==> config.mk <==
export PLATFORM = sky130hd
export DESIGN_NAME = mod_prime_arithmetic_unit
export DESIGN_NICKNAME = d
export VERILOG_FILES = /design/src/mpau_pkg.sv /design/src/mod_prime_arithmetic_unit.sv
export VERILOG_INCLUDE_DIRS = /design/src /design/src/src
export SDC_FILE = /design/constraint.sdc
export NUM_CORES = 2
export LEC_CHECK = 0
export BUFFER_PORTS_ARGS = -buffer_cell sky130_fd_sc_hd__buf_2
export CAP_MARGIN = 5
export CORE_AREA = 4 4 253 255
export DETAILED_ROUTE_END_ITERATION = 7
export DIE_AREA = 0 0 257 259
export GPL_ROUTABILITY_DRIVEN = 0
export PLACE_DENSITY = 0.83
export REMOVE_ABC_BUFFERS = 1
export SLEW_MARGIN = 25
export SYNTH_ARGS = -nofsm -noshare
export SYNTH_HDL_FRONTEND = slang
export SYNTH_SLANG_ARGS = --single-unit
==> constraint.sdc <==
create_clock -name clk -period 16.3 [get_ports clk]
set_input_delay 0.815 -clock clk [delete_from_list [all_inputs] [get_ports clk]]
set_output_delay 0.815 -clock clk [all_outputs]
set_load 0.01 [all_outputs]
==> src/mod_prime_arithmetic_unit_defines.svh <==
// Assertion macros for the modular arithmetic unit
`ifndef MOD_PRIME_ARITHMETIC_UNIT_DEFINES_SVH
`define MOD_PRIME_ARITHMETIC_UNIT_DEFINES_SVH

// Same-cycle implication, checked outside reset
`define MPAU_ASSERT_IMP(lbl, ante, cons, msg) \
  lbl: assert property (@(posedge clk) disable iff (rst) (ante) |-> (cons)) \
    else $error(msg);

// Next-cycle implication, checked outside reset
`define MPAU_ASSERT_NXT(lbl, ante, cons, msg) \
  lbl: assert property (@(posedge clk) disable iff (rst) (ante) |=> (cons)) \
    else $error(msg);

`endif

==> src/mpau_pkg.sv <==
// Shared types and constants of the modular arithmetic unit
package mpau_pkg;

  localparam logic [1:0] FUNC_MUL = 2'd0;
  localparam logic [1:0] FUNC_ROW = 2'd1;
  localparam logic [1:0] FUNC_INV = 2'd2;
  localparam logic [1:0] FUNC_NONE = 2'd3;

  localparam logic [63:0] PRIME_RESET = 64'd32003;

  typedef enum logic [7:0] {
    S_IDLE = 8'b00000001,
    S_RED  = 8'b00000010,
    S_MUL  = 8'b00000100,
    S_ADD  = 8'b00001000,
    S_DIV  = 8'b00010000,
    S_UPD  = 8'b00100000,
    S_FIX  = 8'b01000000,
    S_DONE = 8'b10000000
  } state_t;

endpackage

==> src/mod_prime_arithmetic_unit.sv <==
// Bit-serial modular multiply, row update and inverse over Z/pZ
//
//  channel | dir | handshake              | payload
//  --------+-----+------------------------+---------------------------------------
//  cfg     | in  | cfg_valid / cfg_ready  | cfg_data (modulus p)
//  in      | in  | in_valid / in_ready    | func, operand_x, scale_a, operand_y
//  out     | out | out_valid / out_ready  | result_value
//
// One request at a time. Operand reduction runs three remainder lanes, one
// dividend bit per cycle. Multiply then doubles, then conditionally adds,
// per multiplier bit; row update adds x in a final add step. Inverse runs
// extended Euclid: each quotient step is a bit-serial division, at most
// about 1.45*MOD_WIDTH steps.
// Reset (rst, synchronous) loads modulus 32003 and empties the output register.
// A new request is taken while a finished result waits in the output register.
`include "mod_prime_arithmetic_unit_defines.svh"

module mod_prime_arithmetic_unit #(
  parameter int MOD_WIDTH = 31
) (
  input  logic                 clk,
  input  logic                 rst,
  input  logic                 cfg_valid,
  output logic                 cfg_ready,
  input  logic [MOD_WIDTH-1:0] cfg_data,
  input  logic                 in_valid,
  output logic                 in_ready,
  input  logic [1:0]           func,
  input  logic [MOD_WIDTH-1:0] operand_x,
  input  logic [MOD_WIDTH-1:0] scale_a,
  input  logic [MOD_WIDTH-1:0] operand_y,
  output logic                 out_valid,
  input  logic                 out_ready,
  output logic [MOD_WIDTH-1:0] result_value
);

  localparam int W  = MOD_WIDTH;
  localparam int CW = $clog2(MOD_WIDTH + 1);

  mpau_pkg::state_t state;
  logic [CW-1:0]    cnt;
  logic             phase;
  logic [W-1:0]     prime;
  logic [1:0]       op;

  logic [W-1:0] lsh [3];
  logic [W-1:0] lrem [3];
  logic [W-1:0] lrem_next [3];

  logic [W-1:0] mu, ysh, acc, res;
  logic [W-1:0] r0, r1, rem, dvd;
  logic signed [W+1:0] t0, t1, qt;

  // Modular adder shared by multiply and row update
  logic [W-1:0] addend;
  logic [W:0]   msum, msub;
  logic [W-1:0] msum_red;

  // Division step
  logic [W:0]   drem2, dsub;
  logic         dge;
  logic [W-1:0] drem_next;
  logic signed [W+1:0] qt_next, tfix;

  logic accept;
  logic last;

  assign cfg_ready = 1'b1;
  assign in_ready  = (state == mpau_pkg::S_IDLE);
  assign accept    = in_valid && in_ready;
  assign last      = (cnt == CW'(1));

  // Remainder lanes for x, a, y: one dividend bit per cycle
  for (genvar g = 0; g < 3; g++) begin : g_lane
    logic [W:0] rr2, rsub;
    assign rr2  = {lrem[g], lsh[g][W-1]};
    assign rsub = rr2 - {1'b0, prime};
    assign lrem_next[g] = (rr2 >= {1'b0, prime}) ? rsub[W-1:0] : rr2[W-1:0];
  end

  // Pick addend: doubling, conditional multiplicand, or final x
  always_comb begin
    if (state == mpau_pkg::S_ADD) begin
      addend = lrem[0];
    end else if (!phase) begin
      addend = acc;
    end else begin
      addend = ysh[W-1] ? mu : '0;
    end
    msum     = {1'b0, acc} + {1'b0, addend};
    msub     = msum - {1'b0, prime};
    msum_red = (msum >= {1'b0, prime}) ? msub[W-1:0] : msum[W-1:0];
  end

  // Restoring division of r0 by r1, quotient folded into q*t1
  always_comb begin
    drem2     = {rem, dvd[W-1]};
    dsub      = drem2 - {1'b0, r1};
    dge       = (drem2 >= {1'b0, r1});
    drem_next = dge ? dsub[W-1:0] : drem2[W-1:0];
    qt_next   = (qt <<< 1) + (dge ? t1 : '0);
    tfix      = t0[W+1] ? (t0 + $signed({2'b00, prime})) : t0;
  end

  // Control: sequencer, counters, modulus register, output valid
  always_ff @(posedge clk) begin
    if (rst) begin
      state     <= mpau_pkg::S_IDLE;
      cnt       <= '0;
      phase     <= 1'b0;
      prime     <= W'(mpau_pkg::PRIME_RESET);
      out_valid <= 1'b0;
    end else begin
      if (cfg_valid && cfg_ready) begin
        prime <= cfg_data;
      end
      // Raise valid on hand-off from done, drop it once taken
      if (state == mpau_pkg::S_DONE && (!out_valid || out_ready)) begin
        out_valid <= 1'b1;
      end else if (out_valid && out_ready) begin
        out_valid <= 1'b0;
      end
      unique case (state)
        mpau_pkg::S_IDLE: begin
          if (accept) begin
            cnt <= CW'(W);
            if (prime == '0 || func == mpau_pkg::FUNC_NONE) begin
              state <= mpau_pkg::S_DONE;
            end else begin
              state <= mpau_pkg::S_RED;
            end
          end
        end
        mpau_pkg::S_RED: begin
          if (last) begin
            cnt <= CW'(W);
            if (op == mpau_pkg::FUNC_INV) begin
              state <= (lrem_next[0] == '0) ? mpau_pkg::S_FIX : mpau_pkg::S_DIV;
            end else begin
              phase <= 1'b0;
              state <= mpau_pkg::S_MUL;
            end
          end else begin
            cnt <= cnt - CW'(1);
          end
        end
        mpau_pkg::S_MUL: begin
          phase <= !phase;
          if (phase) begin
            cnt <= cnt - CW'(1);
            if (last) begin
              state <= (op == mpau_pkg::FUNC_ROW) ? mpau_pkg::S_ADD : mpau_pkg::S_DONE;
            end
          end
        end
        mpau_pkg::S_ADD: begin
          state <= mpau_pkg::S_DONE;
        end
        mpau_pkg::S_DIV: begin
          cnt <= cnt - CW'(1);
          if (last) begin
            state <= mpau_pkg::S_UPD;
          end
        end
        mpau_pkg::S_UPD: begin
          cnt   <= CW'(W);
          state <= (rem == '0) ? mpau_pkg::S_FIX : mpau_pkg::S_DIV;
        end
        mpau_pkg::S_FIX: begin
          state <= mpau_pkg::S_DONE;
        end
        mpau_pkg::S_DONE: begin
          if (!out_valid || out_ready) begin
            state <= mpau_pkg::S_IDLE;
          end
        end
        default: begin
          state <= mpau_pkg::S_IDLE;
        end
      endcase
    end
  end

  // Datapath registers
  always_ff @(posedge clk) begin
    unique case (state)
      mpau_pkg::S_IDLE: begin
        if (accept) begin
          op     <= func;
          lsh[0] <= operand_x;
          lsh[1] <= scale_a;
          lsh[2] <= operand_y;
          for (int i = 0; i < 3; i++) begin
            lrem[i] <= '0;
          end
          res <= '0;
        end
      end
      mpau_pkg::S_RED: begin
        for (int i = 0; i < 3; i++) begin
          lrem[i] <= lrem_next[i];
          lsh[i]  <= lsh[i] << 1;
        end
        if (last) begin
          mu  <= (op == mpau_pkg::FUNC_ROW) ? lrem_next[1] : lrem_next[0];
          ysh <= lrem_next[2];
          acc <= '0;
          r0  <= prime;
          r1  <= lrem_next[0];
          dvd <= prime;
          rem <= '0;
          qt  <= '0;
          t0  <= '0;
          t1  <= (prime > W'(1)) ? (W+2)'(1) : '0;
        end
      end
      mpau_pkg::S_MUL: begin
        acc <= msum_red;
        if (phase) begin
          ysh <= ysh << 1;
          res <= msum_red;
        end
      end
      mpau_pkg::S_ADD: begin
        res <= msum_red;
      end
      mpau_pkg::S_DIV: begin
        rem <= drem_next;
        dvd <= dvd << 1;
        qt  <= qt_next;
      end
      mpau_pkg::S_UPD: begin
        r0  <= r1;
        r1  <= rem;
        t0  <= t1;
        t1  <= t0 - qt;
        dvd <= r1;
        rem <= '0;
        qt  <= '0;
      end
      mpau_pkg::S_FIX: begin
        res <= (r0 == W'(1)) ? tfix[W-1:0] : '0;
      end
      mpau_pkg::S_DONE: begin
        if (!out_valid || out_ready) begin
          result_value <= res;
        end
      end
      default: begin
        res <= '0;
      end
    endcase
  end

  `MPAU_ASSERT_NXT(a_accept_busy, accept, state != mpau_pkg::S_IDLE, "request accepted but idle")
  `MPAU_ASSERT_NXT(a_fix_done, state == mpau_pkg::S_FIX, state == mpau_pkg::S_DONE, "fix not done")
  `MPAU_ASSERT_IMP(a_res_range, state == mpau_pkg::S_DONE && prime != '0 && op != mpau_pkg::FUNC_NONE, res < prime, "result not reduced")
  `MPAU_ASSERT_IMP(a_red_range, state == mpau_pkg::S_RED && cnt != CW'(W), lrem[0] < prime, "remainder not below modulus")
  `MPAU_ASSERT_IMP(a_div_order, state == mpau_pkg::S_DIV, r1 < r0 && r1 != '0, "divisor out of order")

endmodule

# Word-level counts from Yosys, hierarchy flattened
# Memory sizes are Yosys's and may differ from the RTL's.
# Index checks and enable logic that the tools add are counted.
[word_totals] regBits=426 mem_bits_rw=186 in_bits=131 out_inout_bits=34 wordCells=155 n_memories=2
[op_classes] add_sub_neg=10 n_lt_le_gt_ge=6 n_eq_ne=20 muxes=64 n_bitwise=7 n_reduce_logical=28
[memory_table] memory="lrem" depth=3 word_bits=31 rd=3 rd_ports_with_merged_regs=0 write_ports=3 line_no="mod_prime_arithmetic_unit.sv:47" rtl="logic [W-1:0] lrem [3];"
[memory_table] memory="lsh" depth=3 word_bits=31 rd=3 rd_ports_with_merged_regs=0 write_ports=3 line_no="mod_prime_arithmetic_unit.sv:46" rtl="logic [W-1:0] lsh [3];"
[ops] cell="$mux 31" count=24
[ops] cell="$pmux 31 s2" count=4
[ops] cell="$pmux 31 s3" count=2
[ops] cell="$ge 32x31->1" count=5
[ops] cell="$pmux 31 s5" count=1
[ops] cell="$sub 31x31->31" count=5
[ops] cell="$pmux 33 s2" count=2
[ops] cell="$mux 33" count=3
[ops] cell="$pmux 33 s3" count=1
[ops] cell="$logic_not 31->1" count=3
[ops] cell="$mux 8" count=8
[ops] cell="$pmux 8 s7" count=1
[ops] cell="$add 33x33->33" count=1
[ops] cell="$sub 33x33->33" count=1
[ops] cell="$add 31x31->32" count=1
[ops] cell="$add 31x31->31" count=1
[ops] cell="$eq 31x1->1 const B" count=1
[ops] cell="$gt 31x1->1 const B" count=1
[ops] cell="$pmux 5 s5" count=1
[ops] cell="$mux 7" count=3
[ops] cell="$mux 5" count=3
[ops] cell="$reduce_and 2->1" count=6
[ops] cell="$reduce_and 3->1" count=4
[ops] cell="$mux 1" count=10
[ops] cell="26 further kinds" count=43

# Depth between registers and ports, before layout
[logic_depth] depth_word=8 ltp_mapped=35 mapped_depth_nobuf=31

# Worst setup path before layout
# OpenSTA, ideal clock, no wires.
[synth_timing] path_kind="flip-flop to flip-flop" start="register state[4]" end="register acc[28], data pin" setup_time_ns=0.255 arrival_ns=5.763 path_slack_ns=10.282 stages_incl_launch_ff=31 path_buffers=3 path_cell_list="dfxtp_1 nor2_1 nand2_1 nor3_1 nand3b_1 clkbuf_1 buf_1 nor2_1 a21oi_1 ha_1 and2_1 a2111oi_4 a21oi_1 or2_2 a21oi_1 o21bai_1 a21oi_1 xnor2_1 ha_1 and2_1 or2_2 a21oi_1 o21ai_0 o21ai_0 o2111ai_1 a31oi_1 nand2_1 a311oi_2 buf_4 mux2_2 and2_1"
[synth_via] elab_chain_len=6 elab_cells_between_ends=9 cone_classes="add/sub: 2; order compare: 1; eq/ne: 3; mux: 3"
[synth_lines] item="start: declaration" line_no="mod_prime_arithmetic_unit.sv:40" rtl="mpau_pkg::state_t state;"
[synth_lines] item="start signal: assignment" line_no="mod_prime_arithmetic_unit.sv:108" rtl="state <= mpau_pkg::S_IDLE;"
[synth_lines] item="start signal: assignment" line_no="mod_prime_arithmetic_unit.sv:128" rtl="state <= mpau_pkg::S_DONE;"
[synth_lines] item="start signal: assignment" line_no="mod_prime_arithmetic_unit.sv:130" rtl="state <= mpau_pkg::S_RED;"
[synth_lines] item="$eq 8x4->1" line_no="mod_prime_arithmetic_unit.sv:83" rtl="if (state == mpau_pkg::S_ADD) begin"
[synth_lines] item="$mux 31" line_no="mod_prime_arithmetic_unit.sv:83"
[synth_lines] item="$add 31x31->32" line_no="mod_prime_arithmetic_unit.sv:90" rtl="msum = {1'b0, acc} + {1'b0, addend};"
[synth_lines] item="$sub 31x31->31 or $ge 32x31->1 (tied branches)" line_no="mod_prime_arithmetic_unit.sv:91, mod_prime_arithmetic_unit.sv:92"
[synth_lines] item="$mux 31" line_no="mod_prime_arithmetic_unit.sv:92" rtl="msum_red = (msum >= {1'b0, prime}) ? msub[W-1:0] : msum[W-1:0];"
[synth_lines] item="$pmux 31 s2 (*)" line_no="mod_prime_arithmetic_unit.sv:186" rtl="unique case (state)"
[synth_lines] item="end signal: assignment" line_no="mod_prime_arithmetic_unit.sv:218" rtl="acc <= msum_red;"
[synth_lines] item="end: declaration" line_no="mod_prime_arithmetic_unit.sv:50" rtl="logic [W-1:0] mu, ysh, acc, res;"
# Mark *: on every way between the ends. The rest lies on a longest branch, timed or not.
# A chain may end at the register's enable or synchronous reset.

# Worst setup path after layout
[layout_timing] start="register state[4]" end="register res[5], data pin"
[layout_via] elab_chain_len=7 elab_cells_between_ends=16 cone_classes="add/sub: 2; order compare: 1; eq/ne: 8; mux: 4; reduce/logical: 1"
[layout_lines] item="$eq 8x4->1" line_no="mod_prime_arithmetic_unit.sv:83, mod_prime_arithmetic_unit.sv:186"
[layout_lines] item="$mux 31" line_no="mod_prime_arithmetic_unit.sv:83"
[layout_lines] item="$add 31x31->32" line_no="mod_prime_arithmetic_unit.sv:90"
[layout_lines] item="$sub 31x31->31 or $ge 32x31->1 (tied branches)" line_no="mod_prime_arithmetic_unit.sv:91, mod_prime_arithmetic_unit.sv:92"
[layout_lines] item="$mux 31" line_no="mod_prime_arithmetic_unit.sv:92"
[layout_lines] item="$mux 31" line_no="mod_prime_arithmetic_unit.sv:219" rtl="if (phase) begin"
[layout_lines] item="$pmux 31 s5 (*)" line_no="mod_prime_arithmetic_unit.sv:186"
[layout_lines] item="end signal: assignment" line_no="mod_prime_arithmetic_unit.sv:221" rtl="res <= msum_red;"
[layout_lines] item="end signal: assignment" line_no="mod_prime_arithmetic_unit.sv:225" rtl="res <= msum_red;"
[layout_lines] item="end signal: assignment" line_no="mod_prime_arithmetic_unit.sv:242" rtl="res <= (r0 == W'(1)) ? tfix[W-1:0] : '0;"
[layout_lines] item="end: declaration" line_no="mod_prime_arithmetic_unit.sv:50"
# Mark *: on every way between the ends. The rest lies on a longest branch, timed or not. The select of a mux whose other input is x is not followed.

==> impl_metrics.json <==
{
  "dr_total_vias": 33300,
  "avgViaCountPerCell": 6.42,
  "insertion_delay_ns": 0.62,
  "synthFlopType": "edfxtp_1",
  "final_antenna_net_count": 0,
  "wl_per_cell_um": 21.9,
  "fin_setup_tns_ns": 0,
  "maxCapViolCount": 0,
  "post_cts_resized": 0,
  "critPathCaptureType": "flip-flop",
  "rows": 91,
  "dieArea_um2": 66600,
  "io_buffers": 163,
  "power.density_nw_per_um2": 145,
  "synth_edf_count": 566,
  "crit_top_cell": "nand2_1",
  "grt_overflow": 0,
  "cts_setup_buffers": 0,
  "clkTransAtPathRegs_ns": 0.06,
  "arrival_ns": 7.67,
  "criticalPathCategory": "reg -> reg",
  "fp.coreArea_um2": 61600,
  "grt_pass1_wl_um": 175000,
  "rsz0062_at_grt": "no",
  "status": "completed",
  "grt_pass1_vias": 31300,
  "drtPass1Iterations": 8,
  "synthToLayoutAreaGrowth_pct": 9.47,
  "synthTopCellsByCount": "edfxtp_1 (566), nand2_1 (526), nor2_1 (497)",
  "hp-class": "in -> reg",
  "drive_gt1_share_pct": 7.99,
  "synth_area_um2": 39900,
  "fp.dieH_um": 259,
  "grtUsageTotal_pct": 33.4,
  "power_leakage_nw": 17.4,
  "synth.most_common_cell": "edfxtp_1",
  "crit_path_top_delay_cell": "buf_4",
  "ys_types": 85,
  "crit_required_ns": 16.65,
  "fmax_ghz": 0.137,
  "finalCoreUtilization_pct": 70.9,
  "syn_area_per_cell_um2": 9.53,
  "crit_start": "state[4]",
  "period_needed_ns": 7.32,
  "synth-seq-area-share_pct": 44.9,
  "critPathLaunchType": "flip-flop",
  "antenna_found_initial": 11,
  "hp-start": "func[0]",
  "maxSlewViolCount": 0,
  "cts_made_buffers": 68,
  "clkSinkCount": 612,
  "r2r_start": "state[4]",
  "start_util_pct": 64.7,
  "dp.cells": 5054,
  "cts_tree": "done",
  "hold-worst-slack_ns": 0.395,
  "dieWidth_um": 257,
  "worst_slew_pin_slew_ns": 1.08,
  "hpwlAfterDp_um": 81800,
  "fin_cells": 5183,
  "synth_top_cell_by_area": "edfxtp_1",
  "postSynthCellCount": 4183,
  "grt_max_degree": 186,
  "num_io_pins": 165,
  "cts_hold_buffers": 0,
  "synth_top_area_share_pct": 42.6,
  "routed_wirelength_um": 114000,
  "synth.area.top_cells": "edfxtp_1 (43%), ha_1 (8.8%), nand2_1 (5.0%)",
  "irDropWorstVdd_mv": 0.136,
  "nNetsFinal": 4708,
  "setup_viol": 0,
  "clock_skew_ns": 0.0231,
  "cts_root_buffer": "clkbuf_16",
  "fin_crit_sh_pct": 44.9,
  "yosysWarnings": 0,
  "path_max_fanout": 65,
  "drt_iter0_markers": 4119,
  "async_flop_share_pct": 0,
  "hold_viol": 0,
  "max_stage_delay_ns": 0.53,
  "clock_path_buffers": 3,
  "drc": 0,
  "max-slew-margin-rel_pct": 28.0,
  "ys_seq_elements": 612,
  "htreeDepth": 3
}
-- sequential cells by signal, summed over array words and instances, names as in the netlist --
signal / count
mu: 31
r1: 31
lsh: 93
prime: 31
res: 31
result_value: 31
r0: 31
dvd: 31
lrem: 93
qt: 33
ysh: 31
out_valid: 1
phase: 1
t1: 33
state: 8
rem: 31
acc: 31
t0: 33
cnt: 5
op: 2
-- routing by layer --
layer / GRT usage, % / wire, um
met1: 43.7 / 43600
met2: 50.4 / 48700
met3: 9.40 / 14000
met4: 18.7 / 7470
met5: 0 / 41
-- stage by stage --
| stage | cell area, um2 | setup WS, ns | power [W] |
|---|---|---|---|
| CTS | 43600 | 9.16 | 0.00629 |
| global placement | 41400 | 9.46 | 0.00468 |
| detailed placement | 41500 | 9.22 | 0.00474 |
| floorplan | 39200 | 6.17 | 0.00409 |
| finish | 43700 | 8.98 | 0.00635 |
| global route | 43600 | 8.42 | 0.00666 |
-- report_power, final --
group | internal, W | switching, W | total [W]
Sequential | 0.00213 | 0.000175 | 0.00231
Clock | 0.000886 | 0.000652 | 0.00154
Combinational | 0.000932 | 0.00157 | 0.00250
-- layout by cell type (no fill, tap or decap), types with 146 or more instances in the layout --
master | netlist | layout
ha_1 | 281 | 281
nand2_1 | 526 | 523
mux2i_1 | 146 | 146
inv_1 | 168 | 168
buf_2 | 12 | 163
nor2_1 | 497 | 496
a21oi_1 | 392 | 392
o21ai_0 | 188 | 187
edfxtp_1 | 566 | 566
xnor2_1 | 147 | 147
-- worst max-delay path, delay by kind of cell, from the launching register on --
family	cells	cell delay [ns]
adder cells (fa/ha/maj)	2	0.77
multiplexers	1	0.42
AO/OA/AOI/OAI	12	2.40
buffers and inverters	2	0.84
flip-flops	1	0.38
AND/OR/NAND/NOR	13	2.18
-- kinds of logic after synthesis --
family / share of synthesized area (%)
xor gates and xnor gates: 4.92
AOI/OAI and AO/OA: 16.1
DFF: 44.9
muxes: 4.06
and+or+nand+nor: 17.5
buffers and inverters: 3.21
adders and majority gates: 9.27
other: 0.00940
-- area by class of cell --
cell class                      instances  area (um2)
Inverter                              168         631
Multi-Input combinational cell       3241       20800
Timing Repair Buffer                  196        1100
Tap cell                              837        1050
Clock buffer                           91        1860
Antenna cell                            4        10.0
Sequential cell                       612       17900
Clock inverter                         34         319
Fill cell                            4508       17900
-- path summary, 6_finish.rpt --
path	endpoint	slack [ns]	cells after the start
max	res[5]	8.98	30
max reg2reg	res[5]	8.98	30
min reg2reg	result_value[9]	0.44	0
min	op[0]	0.40	1
(Power assumes the default switching activity.)
